--- src/rtl/hvpm_pkg.sv ---
// Package: shared types and constants of the hydraulic valve and pump mixer.
package hvpm_pkg;

  // Pulse widths in microseconds.
  localparam logic [11:0] CenterUs     = 12'd1500;
  localparam logic [11:0] SwitchLowUs  = 12'd1450;
  localparam logic [11:0] SwitchHighUs = 12'd1550;
  localparam logic [12:0] RampFloorUs  = 13'd1550;

  // Switch band codes.
  localparam logic [1:0] SwPosLow  = 2'd0;
  localparam logic [1:0] SwPosMid  = 2'd1;
  localparam logic [1:0] SwPosHigh = 2'd2;

  // Configuration register indexes.
  localparam logic [2:0] RegBucketTrim  = 3'd0;
  localparam logic [2:0] RegBoomTrim    = 3'd1;
  localparam logic [2:0] RegStickTrim   = 3'd2;
  localparam logic [2:0] RegClosedBand  = 3'd3;
  localparam logic [2:0] RegOpenBand    = 3'd4;
  localparam logic [2:0] RegPumpMinDuty = 3'd5;
  localparam logic [2:0] RegPumpMaxDuty = 3'd6;
  localparam logic [2:0] RegRampLimit   = 3'd7;

  // Configuration register file contents.
  typedef struct packed {
    logic signed [7:0] bucket_trim;
    logic signed [7:0] boom_trim;
    logic signed [7:0] stick_trim;
    logic [9:0]        valve_closed_band;
    logic [9:0]        valve_open_band;
    logic [9:0]        pump_min_duty;
    logic [9:0]        pump_max_duty;
    logic [7:0]        ramp_limit;
  } cfg_t;

  // One input frame.
  typedef struct packed {
    logic [11:0] switch_pulse;
    logic [11:0] stick_pulse;
    logic [11:0] boom_pulse;
    logic [11:0] bucket_pulse;
  } frame_t;

  // One result item.
  typedef struct packed {
    logic [1:0]  switch_position;
    logic        pump_active;
    logic [11:0] pump_pulse;
    logic [12:0] stick_valve_pulse;
    logic [12:0] boom_valve_pulse;
    logic [12:0] bucket_valve_pulse;
  } result_t;

endpackage

--- src/rtl/hvpm_demand.sv ---
// Per-channel pump demand: dead band, half-slope zone and full-slope zone.
module hvpm_demand
  import hvpm_pkg::*;
(
  input  logic [11:0] pulse_i,
  input  logic [9:0]  closed_band_i,
  input  logic [9:0]  open_band_i,
  output logic [11:0] demand_o
);

  logic [11:0] dev;
  logic [10:0] band_sum;
  logic [9:0]  band_mid;
  logic [11:0] half_zone;

  // Deviation from center.
  assign dev = (pulse_i < CenterUs) ? (CenterUs - pulse_i) : (pulse_i - CenterUs);

  // Midpoint of the two bands, truncated.
  assign band_sum  = {1'b0, closed_band_i} + {1'b0, open_band_i};
  assign band_mid  = band_sum[10:1];
  assign half_zone = dev - {2'b00, closed_band_i};

  // Zone selection; past both bands the deviation is above the midpoint.
  always_comb begin
    priority if (dev < {2'b00, closed_band_i}) begin
      demand_o = 12'd0;
    end else if (dev < {2'b00, open_band_i}) begin
      demand_o = {1'b0, half_zone[11:1]};
    end else begin
      demand_o = dev - {2'b00, band_mid};
    end
  end

endmodule

--- src/rtl/hvpm_datapath.sv ---
// Combinational mixer: valve trims, summed pump demand, ramp limit and switch bands.
module hvpm_datapath
  import hvpm_pkg::*;
(
  input  frame_t      frame_i,
  input  cfg_t        cfg_i,
  input  logic [11:0] prev_pump_i,
  output result_t     result_o
);

  logic [11:0] dem_bucket, dem_boom, dem_stick;
  logic [12:0] dem_sum;
  logic [13:0] duty_raw;
  logic [9:0]  duty;
  logic [11:0] pump_raw;
  logic [12:0] ramp_lim;
  logic [12:0] ramp_cap;
  logic        ramp_on;

  hvpm_demand u_dem_bucket (
    .pulse_i       (frame_i.bucket_pulse),
    .closed_band_i (cfg_i.valve_closed_band),
    .open_band_i   (cfg_i.valve_open_band),
    .demand_o      (dem_bucket)
  );

  hvpm_demand u_dem_boom (
    .pulse_i       (frame_i.boom_pulse),
    .closed_band_i (cfg_i.valve_closed_band),
    .open_band_i   (cfg_i.valve_open_band),
    .demand_o      (dem_boom)
  );

  hvpm_demand u_dem_stick (
    .pulse_i       (frame_i.stick_pulse),
    .closed_band_i (cfg_i.valve_closed_band),
    .open_band_i   (cfg_i.valve_open_band),
    .demand_o      (dem_stick)
  );

  // Valve pulse is the channel pulse plus trim, floored at zero.
  function automatic logic [12:0] valve_out(logic [11:0] pulse, logic signed [7:0] trim);
    logic signed [13:0] s;
    s = $signed({2'b00, pulse}) + 14'(trim);
    return s[13] ? 13'd0 : s[12:0];
  endfunction

  // Summed demand, minimum duty and maximum cap.
  assign dem_sum  = {1'b0, dem_bucket} + {1'b0, dem_boom} + {1'b0, dem_stick};
  assign duty_raw = {1'b0, dem_sum} + {4'd0, cfg_i.pump_min_duty};
  assign duty     = (duty_raw > {4'd0, cfg_i.pump_max_duty}) ? cfg_i.pump_max_duty
                                                             : duty_raw[9:0];
  assign pump_raw = (dem_sum == 13'd0) ? CenterUs : (CenterUs + {2'b00, duty});

  // Rise limit against the previous pulse, never below the floor.
  assign ramp_on  = (prev_pump_i != 12'd0) && (cfg_i.ramp_limit != 8'd0);
  assign ramp_lim = {1'b0, prev_pump_i} + {5'd0, cfg_i.ramp_limit};
  assign ramp_cap = (ramp_lim < RampFloorUs) ? RampFloorUs : ramp_lim;

  always_comb begin
    result_o.bucket_valve_pulse = valve_out(frame_i.bucket_pulse, cfg_i.bucket_trim);
    result_o.boom_valve_pulse   = valve_out(frame_i.boom_pulse, cfg_i.boom_trim);
    result_o.stick_valve_pulse  = valve_out(frame_i.stick_pulse, cfg_i.stick_trim);
    result_o.pump_active        = (dem_sum != 13'd0);

    // A capped value lies below the raw pulse, so it fits in 12 bits.
    if (ramp_on && ({1'b0, pump_raw} > ramp_cap)) begin
      result_o.pump_pulse = ramp_cap[11:0];
    end else begin
      result_o.pump_pulse = pump_raw;
    end

    priority if (frame_i.switch_pulse < SwitchLowUs) begin
      result_o.switch_position = SwPosLow;
    end else if (frame_i.switch_pulse > SwitchHighUs) begin
      result_o.switch_position = SwPosHigh;
    end else begin
      result_o.switch_position = SwPosMid;
    end
  end

endmodule

--- src/rtl/hydraulic_valve_pump_mixer_core.sv ---
// Top level of the hydraulic valve and pump mixer: registers, handshake and datapath.
//
// Each input beat is one radio frame; each produces exactly one result beat. The block
// takes one frame per clock while the output is not stalled: a frame is captured in
// an input register, mixed in combinational compare-add logic and written to the
// output register when that register is free. The result beat is held in the
// output register until the output side takes it. The input is held off only while both
// registers hold a frame and the output side is not ready. The pump ramp uses the
// previous pump pulse, held in one register updated as each result is formed, so
// consecutive frames follow each other without gaps. Configuration registers are
// written through a plain write port and must be changed only while no frame is in
// flight.
module hydraulic_valve_pump_mixer_core
  import hvpm_pkg::*;
(
  input  logic        clk_i,
  input  logic        rst_ni,

  // Configuration write port.
  input  logic        cfg_we_i,
  input  logic [2:0]  cfg_addr_i,
  input  logic [9:0]  cfg_wdata_i,

  // Input frames.
  input  logic        s_axis_tvalid,
  output logic        s_axis_tready,
  // tdata from bit 0: bucket_pulse[11:0], boom_pulse[23:12], stick_pulse[35:24],
  // switch_pulse[47:36]
  input  logic [47:0] s_axis_tdata,

  // Result items.
  output logic        m_axis_tvalid,
  input  logic        m_axis_tready,
  // tdata from bit 0: bucket_valve_pulse[12:0], boom_valve_pulse[25:13],
  // stick_valve_pulse[38:26], pump_pulse[50:39], pump_active[51],
  // switch_position[53:52], zero fill[55:54]
  output logic [55:0] m_axis_tdata
);

  cfg_t        cfg_q, cfg_d;
  frame_t      frame_q;
  logic        in_valid_q, in_valid_d;
  result_t     res_q, res_d;
  logic        out_valid_q, out_valid_d;
  logic [11:0] prev_pump_q;
  logic        out_ready;
  logic        advance;

  // Configuration register writes.
  always_comb begin
    cfg_d = cfg_q;
    if (cfg_we_i) begin
      unique case (cfg_addr_i)
        RegBucketTrim:  cfg_d.bucket_trim       = cfg_wdata_i[7:0];
        RegBoomTrim:    cfg_d.boom_trim         = cfg_wdata_i[7:0];
        RegStickTrim:   cfg_d.stick_trim        = cfg_wdata_i[7:0];
        RegClosedBand:  cfg_d.valve_closed_band = cfg_wdata_i;
        RegOpenBand:    cfg_d.valve_open_band   = cfg_wdata_i;
        RegPumpMinDuty: cfg_d.pump_min_duty     = cfg_wdata_i;
        RegPumpMaxDuty: cfg_d.pump_max_duty     = cfg_wdata_i;
        RegRampLimit:   cfg_d.ramp_limit        = cfg_wdata_i[7:0];
        default:        cfg_d = cfg_q;
      endcase
    end
  end

  always_ff @(posedge clk_i or negedge rst_ni) begin
    if (!rst_ni) begin
      cfg_q.bucket_trim       <= -8'sd50;
      cfg_q.boom_trim         <= 8'sd50;
      cfg_q.stick_trim        <= -8'sd80;
      cfg_q.valve_closed_band <= 10'd220;
      cfg_q.valve_open_band   <= 10'd280;
      cfg_q.pump_min_duty     <= 10'd60;
      cfg_q.pump_max_duty     <= 10'd340;
      cfg_q.ramp_limit        <= 8'd20;
    end else begin
      cfg_q <= cfg_d;
    end
  end

  // Pipeline flow: the output register frees when empty or taken.
  assign out_ready     = !out_valid_q || m_axis_tready;
  assign advance       = in_valid_q && out_ready;
  assign s_axis_tready = !in_valid_q || advance;
  assign in_valid_d    = s_axis_tready ? s_axis_tvalid : in_valid_q;
  assign out_valid_d   = out_ready ? in_valid_q : out_valid_q;

  always_ff @(posedge clk_i or negedge rst_ni) begin
    if (!rst_ni) begin
      in_valid_q  <= 1'b0;
      out_valid_q <= 1'b0;
      prev_pump_q <= 12'd0;
    end else begin
      in_valid_q  <= in_valid_d;
      out_valid_q <= out_valid_d;
      if (advance) begin
        prev_pump_q <= res_d.pump_pulse;
      end
    end
  end

  // Payload registers.
  always_ff @(posedge clk_i) begin
    if (s_axis_tvalid && s_axis_tready) begin
      frame_q <= s_axis_tdata;
    end
    if (advance) begin
      res_q <= res_d;
    end
  end

  hvpm_datapath u_datapath (
    .frame_i     (frame_q),
    .cfg_i       (cfg_q),
    .prev_pump_i (prev_pump_q),
    .result_o    (res_d)
  );

  assign m_axis_tvalid = out_valid_q;
  assign m_axis_tdata  = {2'b00, res_q};

  // The ramp state always matches the result on show.
  assert property (@(posedge clk_i) disable iff (!rst_ni)
    out_valid_q |-> (prev_pump_q == res_q.pump_pulse))
    else $error("ramp state differs from the pending pump pulse");

  // An idle pump always reads center.
  assert property (@(posedge clk_i) disable iff (!rst_ni)
    (out_valid_q && !res_q.pump_active) |-> (res_q.pump_pulse == CenterUs))
    else $error("idle pump pulse is not center");

  // The pump pulse never drops below center.
  assert property (@(posedge clk_i) disable iff (!rst_ni)
    out_valid_q |-> (res_q.pump_pulse >= CenterUs))
    else $error("pump pulse below center");

  // Input is held off only when both registers are full and the output stalls.
  assert property (@(posedge clk_i) disable iff (!rst_ni)
    !s_axis_tready |-> (in_valid_q && out_valid_q && !m_axis_tready))
    else $error("input stalled without cause");

endmodule
--- config.mk ---
export PLATFORM = sky130hd
export DESIGN_NAME = hydraulic_valve_pump_mixer_core
export DESIGN_NICKNAME = d
export VERILOG_FILES = /design/src/rtl/hvpm_pkg.sv /design/src/rtl/hvpm_demand.sv /design/src/rtl/hvpm_datapath.sv /design/src/rtl/hydraulic_valve_pump_mixer_core.sv
export SDC_FILE = /design/constraint.sdc
export NUM_CORES = 1
export LEC_CHECK = 0
export BUFFER_PORTS_ARGS = -buffer_cell sky130_fd_sc_hd__buf_4
export CORE_MARGIN = 8
export CORE_UTILIZATION = 60
export CTS_CLUSTER_DIAMETER = 80
export CTS_CLUSTER_SIZE = 10
export DETAILED_ROUTE_END_ITERATION = 6
export PLACE_DENSITY_LB_ADDON = 0.08
export SETUP_SLACK_MARGIN = 0.05
export SLEW_MARGIN = 5
export SYNTH_ARGS = -nofsm -noshare
export SYNTH_HDL_FRONTEND = slang
export SYNTH_SLANG_ARGS = --single-unit
--- constraint.sdc ---
create_clock -name clk_i -period 34.4 [get_ports clk_i]
set_clock_uncertainty 0.1 [all_clocks]
set_input_delay 6.88 -clock clk_i [delete_from_list [all_inputs] [get_ports clk_i]]
set_output_delay 6.88 -clock clk_i [all_outputs]
set_load 0.02 [all_outputs]
After elaboration in Yosys (flattened, before gate mapping)
Index checks and enable logic that the tools add are counted.

cells by class
  add/sub/neg operators = 21
  $lt $le $gt $ge = 14
  equal/unequal tests = 7
  muxes and demuxes = 14
  reduce and logical (&&, ||, !) cells = 21

operator list
  operator                count
  $mux 12                 11
  $lt 12x10->1            6
  $sub 12x10->12          6
  $lt 12x11->1 const B    4
  $add 13x8->14           3
  $sub 11x12->12 const A  3
  $sub 12x11->12 const B  3
  $reduce_and 2->1        8
  $add 13x10->14          1
  $gt 14x10->1            1
  $add 12x12->13          1
  $add 12x8->13           1
  $add 13x12->13          1
  $gt 12x13->1            1
  $logic_not 13->1        1
  $lt 13x11->1 const B    1
  $mux 13                 1
  $reduce_bool 13->1      1
  $add 11x10->12 const A  1
  $eq 3x3->1 const B      4
  $gt 12x11->1 const B    1
  $reduce_bool 12->1      1
  $add 10x10->11          1
  $mux 10                 1
  other kinds (8)         14

word-level totals
  flip-flop bits (word level) = 188
  input port bits = 66
  output and inout bits = 58
  logic and storage cells = 98

Depth between registers and ports, before layout
Gate-level depths: netlist (run 1).

  depth in word-level cells = 15
  gate-level depth with buffers = 64
  mapped depth without buffers = 61

Hierarchy
A second synthesis (run 1) with hierarchy kept.

second synthesis, totals
  cell total of the unflattened synthesis = 1772
  area total of the unflattened synthesis = 17182.7 um2

modules (own cells, without submodules)
  module                                    instances  cells each  area an instance (um2)  seq. area each (um2)
  hydraulic_valve_pump_mixer_core           1          298         6406.1                  5251.3
  hvpm_datapath                             1          678         4907.2                  0.0
  hvpm_demand at u_datapath.u_dem_boom ...  2          257         1925.6                  0.0
  hvpm_demand at u_datapath.u_dem_stick     1          282         2018.2                  0.0

Worst setup path after synthesis (run 1)
OpenSTA, ideal clock, no wires.

  path kind = input -> output
  from = in m_axis_tready
  to = out s_axis_tready
  data arrival time = 7.158 ns
  setup slack = 20.262 ns
  cell stages on the path = 1
  cell sequence = nand3b_1

on the way
  longest elaborated chain between the ends = 3

ends and longest elaborated chain
  item               RTL line                               source
  from (decl)        hydraulic_valve_pump_mixer_core.sv:33  input logic m_axis_tready,
  $logic_or 1x1->1   hydraulic_valve_pump_mixer_core.sv:83  assign out_ready = !out_valid_q || m_axis_tready;
  $logic_and 1x1->1  hydraulic_valve_pump_mixer_core.sv:84  assign advance = in_valid_q && out_ready;
  $logic_or 1x1->1   hydraulic_valve_pump_mixer_core.sv:85  assign s_axis_tready = !in_valid_q || advance;
  to (decl)          hydraulic_valve_pump_mixer_core.sv:26  output logic s_axis_tready,

Every way passes these cells.

==> impl_metrics.tcl, run 1 <==
set metrics [dict create \
    cts_tree "built" \
    slowest_delay_ns 0.64 \
    clockBufferDepth 2 \
    r2r_slack_ns 19.76 \
    die_h_microns 181.5 \
    synth_area_leaders "edfxtp_1, ha_1, dfrtp_1" \
    synth_seq_area_share 0.3194 \
    cp_slowest_cell "nor2_1" \
    tightest_slew_ns 1.078 \
    grt_max_degree 62 \
    relSlewSlack 0.2814 \
    period_share 0.4257 \
    cp_common_cell "ha_1" \
    grt_pass1_wl_microns 70260 \
    finalNetCount 2151 \
    rows 60 \
    met1_usage 0.3498 \
    initial_core_util 0.6100 \
    fp.dieArea_sq_um 32960 \
    via_per_inst 6.126 \
    h-tree-depth 4 \
    drive_above_1_share 0.1614 \
    clk_pin_slew_worst_paths_ns 0.09 \
    io_buffers 121 \
    syn_inst 1752 \
    cts_setup_buffers 0 \
    setup_violations 0 \
    cap_viol_max_count 0 \
    ys.flop_type "edfxtp_1" \
    syn_area_per_cell_sq_um 9.384 \
    grt.busiest_layer "met2" \
    die_w_microns 181.5 \
    cts.sinks 188 \
    overflow 0 \
    synth_top_area_share 0.1863 \
    dr.pass1.iters 6 \
    max_freq_mhz 68.29 \
    drc_errors 0 \
    io_pins 124 \
    coreArea_sq_um 26950 \
    arrival_ns 14.88 \
    cp_max_fo 16 \
    clk_latency_ns 0.46 \
    fin_setup_tns_ns 0 \
    ys_ff_latch 188 \
    yosysWarnings 0 \
    cts_resized 0 \
    synthArstFlopShare 0.4574 \
    area_growth_pct 11.67 \
    syn_area_sq_um 16440 \
    cp-start-kind "flop" \
    cp.required_ns 34.63 \
    antenna_found_initial 0 \
    grt_use_total 0.2669 \
    yosys.area.top_type "edfxtp_1" \
    hp-class "flop to flop" \
    wl_per_cell_microns 19.77 \
    layout_min_cycle_time_ns 14.64 \
    drt_iter0_drc 1054 \
    status "finished, final reports clean" \
    synth_cell_types 84 \
    slew_violations 0 \
    fillers 2178 \
    gp_congestion 1.002 \
    final_antenna_net_count 0 \
    endpoint_kind "flop" \
    hpwl_microns 34060 \
    num_vias 13625 \
    totalWireLength_microns 43980 \
    synth-edff-count 102 \
    grt_pass1_vias 13270 \
    use_met3 0.04072 \
    num_antenna_cells 0 \
    cts_buffers 17 \
    cts_root_buf "clkbuf_16" \
    cts_hold_buf 0 \
    final_hold_viol_count 0 \
    rsz0062_at_grt "false" \
    crit_type "flop to flop" \
    met2_usage 0.4432 \
]
cell usage in the layout, fill, tap and decap left out, drive strengths merged, types with 46 or more instances in the layout:
master / netlist / layout
ha: 190 / 190
nor2: 134 / 134
inv: 124 / 134
buf: 8 / 130
nand2: 124 / 124
a21oi: 110 / 110
edfxtp: 102 / 102
o21ai: 100 / 100
mux2: 76 / 76
xnor2: 71 / 71
dfrtp: 57 / 57
xor2: 51 / 51
nor3: 46 / 46
per-stage QoR:
step	hold slack, ns	util	cells	setup WS (ns)	area, sq um
3_5_place_dp	0.3928	0.6579	2192	20.06	17730
5_1_grt	0.4304	0.6812	2224	18.77	18360
2_1_floorplan	0.3572	-	1753	20.26	16440
4_1_cts	0.4047	0.6812	2224	19.97	18360
6_report	0.4075	0.6812	2224	19.76	18360
3_3_place_gp	0.3720	0.6579	2192	20.09	17730
synthesized netlist by cell type (all sizes together) (7+ instances only):
master	instances
xnor2	71
o21ai	100
o21a	24
edfxtp	102
fa	25
o31ai	17
xor2	51
a21boi	18
or2	11
a31oi	17
nand3b	9
nand2b	34
dfrtp	57
ha	190
nor3	46
nor2b	43
a21oi	110
a211oi	15
o22ai	9
mux2	76
and2	17
o21bai	11
o2111ai	7
o211ai	8
nand2	124
buf	8
nor2	134
mux2i	27
nand3	31
nor4	14
or3	16
dfstp	29
inv	124
and3	14
clkbuf	24
nand4	11
nor3b	10
a21o	43
sequential cells by signal (all words and copies together) (netlist names):
name / cells
cfg_q: 72
m_axis_tdata: 54
frame_q: 48
prev_pump_q: 12
in_valid_q: 1
m_axis_tvalid: 1
layout make-up:
class / instances / area, sq um / share of cell area
Multi-Input combinational cell: 1409 / 10610 / 0.5780
Sequential cell: 188 / 5251 / 0.2860
Timing Repair Buffer: 130 / 975.9 / 0.05316
Inverter: 124 / 465.4 / 0.02535
Tap cell: 341 / 426.7 / 0.02324
Clock buffer: 17 / 425.4 / 0.02317
Clock inverter: 15 / 203.9 / 0.01111
layer usage:
metal,part of all wire,wire [microns],vias to the layer above
met5,0,0,-
met4,0.028,1244,0
met3,0.061,2671,69
met2,0.47,20600,414
met1,0.44,19470,6522
li1,-,-,6620
worst paths after layout:
kind                                        end  depth (start not counted)  startpoint
worst max register to register  prev_pump_q[11]                         58  frame_q[2]
max in group asynchronous             cfg_q[64]                          2      rst_ni
worst max-delay path            prev_pump_q[11]                         58  frame_q[2]
min in group asynchronous        prev_pump_q[7]                          1      rst_ni
worst min-delay path              m_axis_tvalid                          1  in_valid_q
worst min register to register    m_axis_tvalid                          1  in_valid_q
cell families after synthesis:
kind of cell    count (synthesis)  share of synthesized area
other cells                     1                  0.0002281
mux                           103                    0.06849
simple gates                  530                     0.1607
buf+inv                       156                    0.03668
xor+xnor                      122                    0.06499
flops                         188                     0.3194
fa+ha+maj                     215                     0.1750
compound gates                437                     0.1744
worst max-delay path: cells and delay by family (launching register included):
kind / cells / cell delay [ns]
adder cells (fa/ha/maj): 9 / 2.89
XOR/XNOR: 2 / 0.51
multiplexers: 2 / 0.62
AND/OR/NAND/NOR: 16 / 4.12
flip-flops: 1 / 0.50
buffers and inverters: 7 / 0.79
AO/OA/AOI/OAI: 22 / 4.96
Power of run 1 is left out: the tool's default activity adds up to more than one toggle a clock period on the data nets, which glitch-free logic cannot reach.
==> run 2: changes to the inputs <==
Settings changed: CORE_UTILIZATION 60 to 56.
Clock period 34.4 ns to 12.4 ns, I/O delays scaled along.
==> impl_metrics.tcl, run 2 (synthesized netlist as in run 1, its figures left out) <==
set metrics [dict create \
    dr.pass1.iters 5 \
    r2r_slack_ns 0.60 \
    final_cell_mix "ha_1, buf_4, nor2_1" \
    top_layer_used "met4" \
    num_antenna_cells 0 \
    slowest_delay_ns 0.63 \
    cp_common_cell "ha_1" \
    status "finished, final reports clean" \
    whs_ns 0.3949 \
    cp_max_fo 11 \
    hp-class "flop to flop" \
    r2r_start "frame_q[26]" \
    layout_min_cycle_time_ns 11.80 \
    endpoint_kind "flop" \
    cts_tree "built" \
    io_pins 124 \
    rows 62 \
    drive_above_1_share 0.1971 \
    grt_max_degree 49 \
    cp.required_ns 12.64 \
    antenna_found_initial 2 \
    largest_register_ffs 72 \
    final_hold_viol_count 0 \
    overflow 0 \
    top_register "cfg_q" \
    crit_buf_inv 9 \
    cts_root_buf "clkbuf_16" \
    cap_viol_max_count 0 \
    fp.dieArea_sq_um 35100 \
    period_share 0.9512 \
    slew_violations 0 \
    num_vias 13806 \
    r2r_cells 58 \
    wl_per_cell_microns 19.84 \
    clk_latency_ns 0.46 \
    cts_hold_buf 0 \
    place_area_sq_um 18130 \
    clk_pin_slew_worst_paths_ns 0.07 \
    max_freq_mhz 84.78 \
    dr_wl_met2_microns 20890 \
    crit_start "frame_q[26]" \
    cts_buffers 17 \
    coreArea_sq_um 28780 \
    cp-start-kind "flop" \
    rr_endpoint "prev_pump_q[11]" \
    grt_pass1_wl_microns 72140 \
    final_area_sq_um 18920 \
    hpwl_microns 36460 \
    finalNetCount 2206 \
    via_per_inst 5.946 \
    initial_core_util 0.5713 \
    h-tree-depth 4 \
    cp_slowest_cell "or4b_2" \
    area_growth_pct 15.08 \
    clockBufferDepth 2 \
    totalWireLength_microns 46070 \
    die_w_microns 187.3 \
    arrival_ns 12.03 \
    io_buffers 121 \
    drt-met1-wl_microns 20940 \
    final_common_cell "ha_1" \
    final_antenna_net_count 0 \
    setup_violations 0 \
    met3_length_microns 2910 \
    die_h_microns 187.3 \
    relSlewSlack 0.3650 \
    cts.sinks 188 \
    grt_pass1_vias 13482 \
    critPathCapture "prev_pump_q[11]" \
    crit_type "flop to flop" \
    tightest_slew_ns 0.9458 \
    grt_use_total 0.2577 \
    gp_congestion 0.9663 \
    drt_iter0_drc 1025 \
    crit_family "compound AO/OA/AOI/OAI gates" \
    cp_num_cells 58 \
    drc_errors 0 \
]
[run 2: cell types whose count changed in the layout (fill, tap and decap cells not counted), moves of 3 or more]
cell and change:
buf_4 +53, a21boi_0 -3, o21ai_1 +4, o21ai_0 -5, a21oi_1 -4, ha_2 +4, ha_1 -4, inv_12 -4
a21oi_2 +4, inv_6 +3, clkinv_8 -4
[run 2: how the worst min path moves through the flow]
stage | start | endpoint | slack [ns] | depth (start not counted)
detailed placement | in_valid_q | m_axis_tvalid | 0.38 | 1
CTS | in_valid_q | m_axis_tvalid | 0.40 | 1
finish | in_valid_q | m_axis_tvalid | 0.39 | 1
floorplan | in_valid_q | m_axis_tvalid | 0.36 | 1
global placement | in_valid_q | m_axis_tvalid | 0.37 | 1
global route | in_valid_q | m_axis_tvalid | 0.41 | 1
[run 2: layout make-up]
type,instances,area (sq um)
Clock buffer,21,475.5
Clock inverter,11,121.4
Fill cell,2374,9861
Inverter,124,465.4
Multi-Input combinational cell,1409,10730
Sequential cell,188,5251
Tap cell,384,480.5
Timing Repair Buffer,185,1396
[run 2: timing repair]
item	CTS	global route
pin swaps	0	11
buffers inserted	0	8
resized for setup	3	37
endpoints found under the setup margin	20	24
[run 2: metal layers]
| layer | track usage | vias to the layer above |
|---|---|---|
| met5 | 0 | - |
| met4 | 0.08766 | 0 |
| met3 | 0.05332 | 65 |
| met2 | 0.4159 | 404 |
| met1 | 0.3395 | 6597 |
| li1 | - | 6740 |
[run 2: metrics by stage]
step / worst slack (ns) / setup TNS (ns) / utilization / std cells
detailed placement: -0.1879 / -1.228 / 0.6300 / 2282
CTS: 0.06417 / 0 / 0.6512 / 2314
floorplan: 0.1287 / 0 / - / 1753
global route: -0.06955 / -0.2015 / 0.6574 / 2322
finish: 0.6048 / 0 / 0.6574 / 2322
global placement: 0.1048 / 0 / 0.6300 / 2282
Power of run 2 is left out for the same reason.
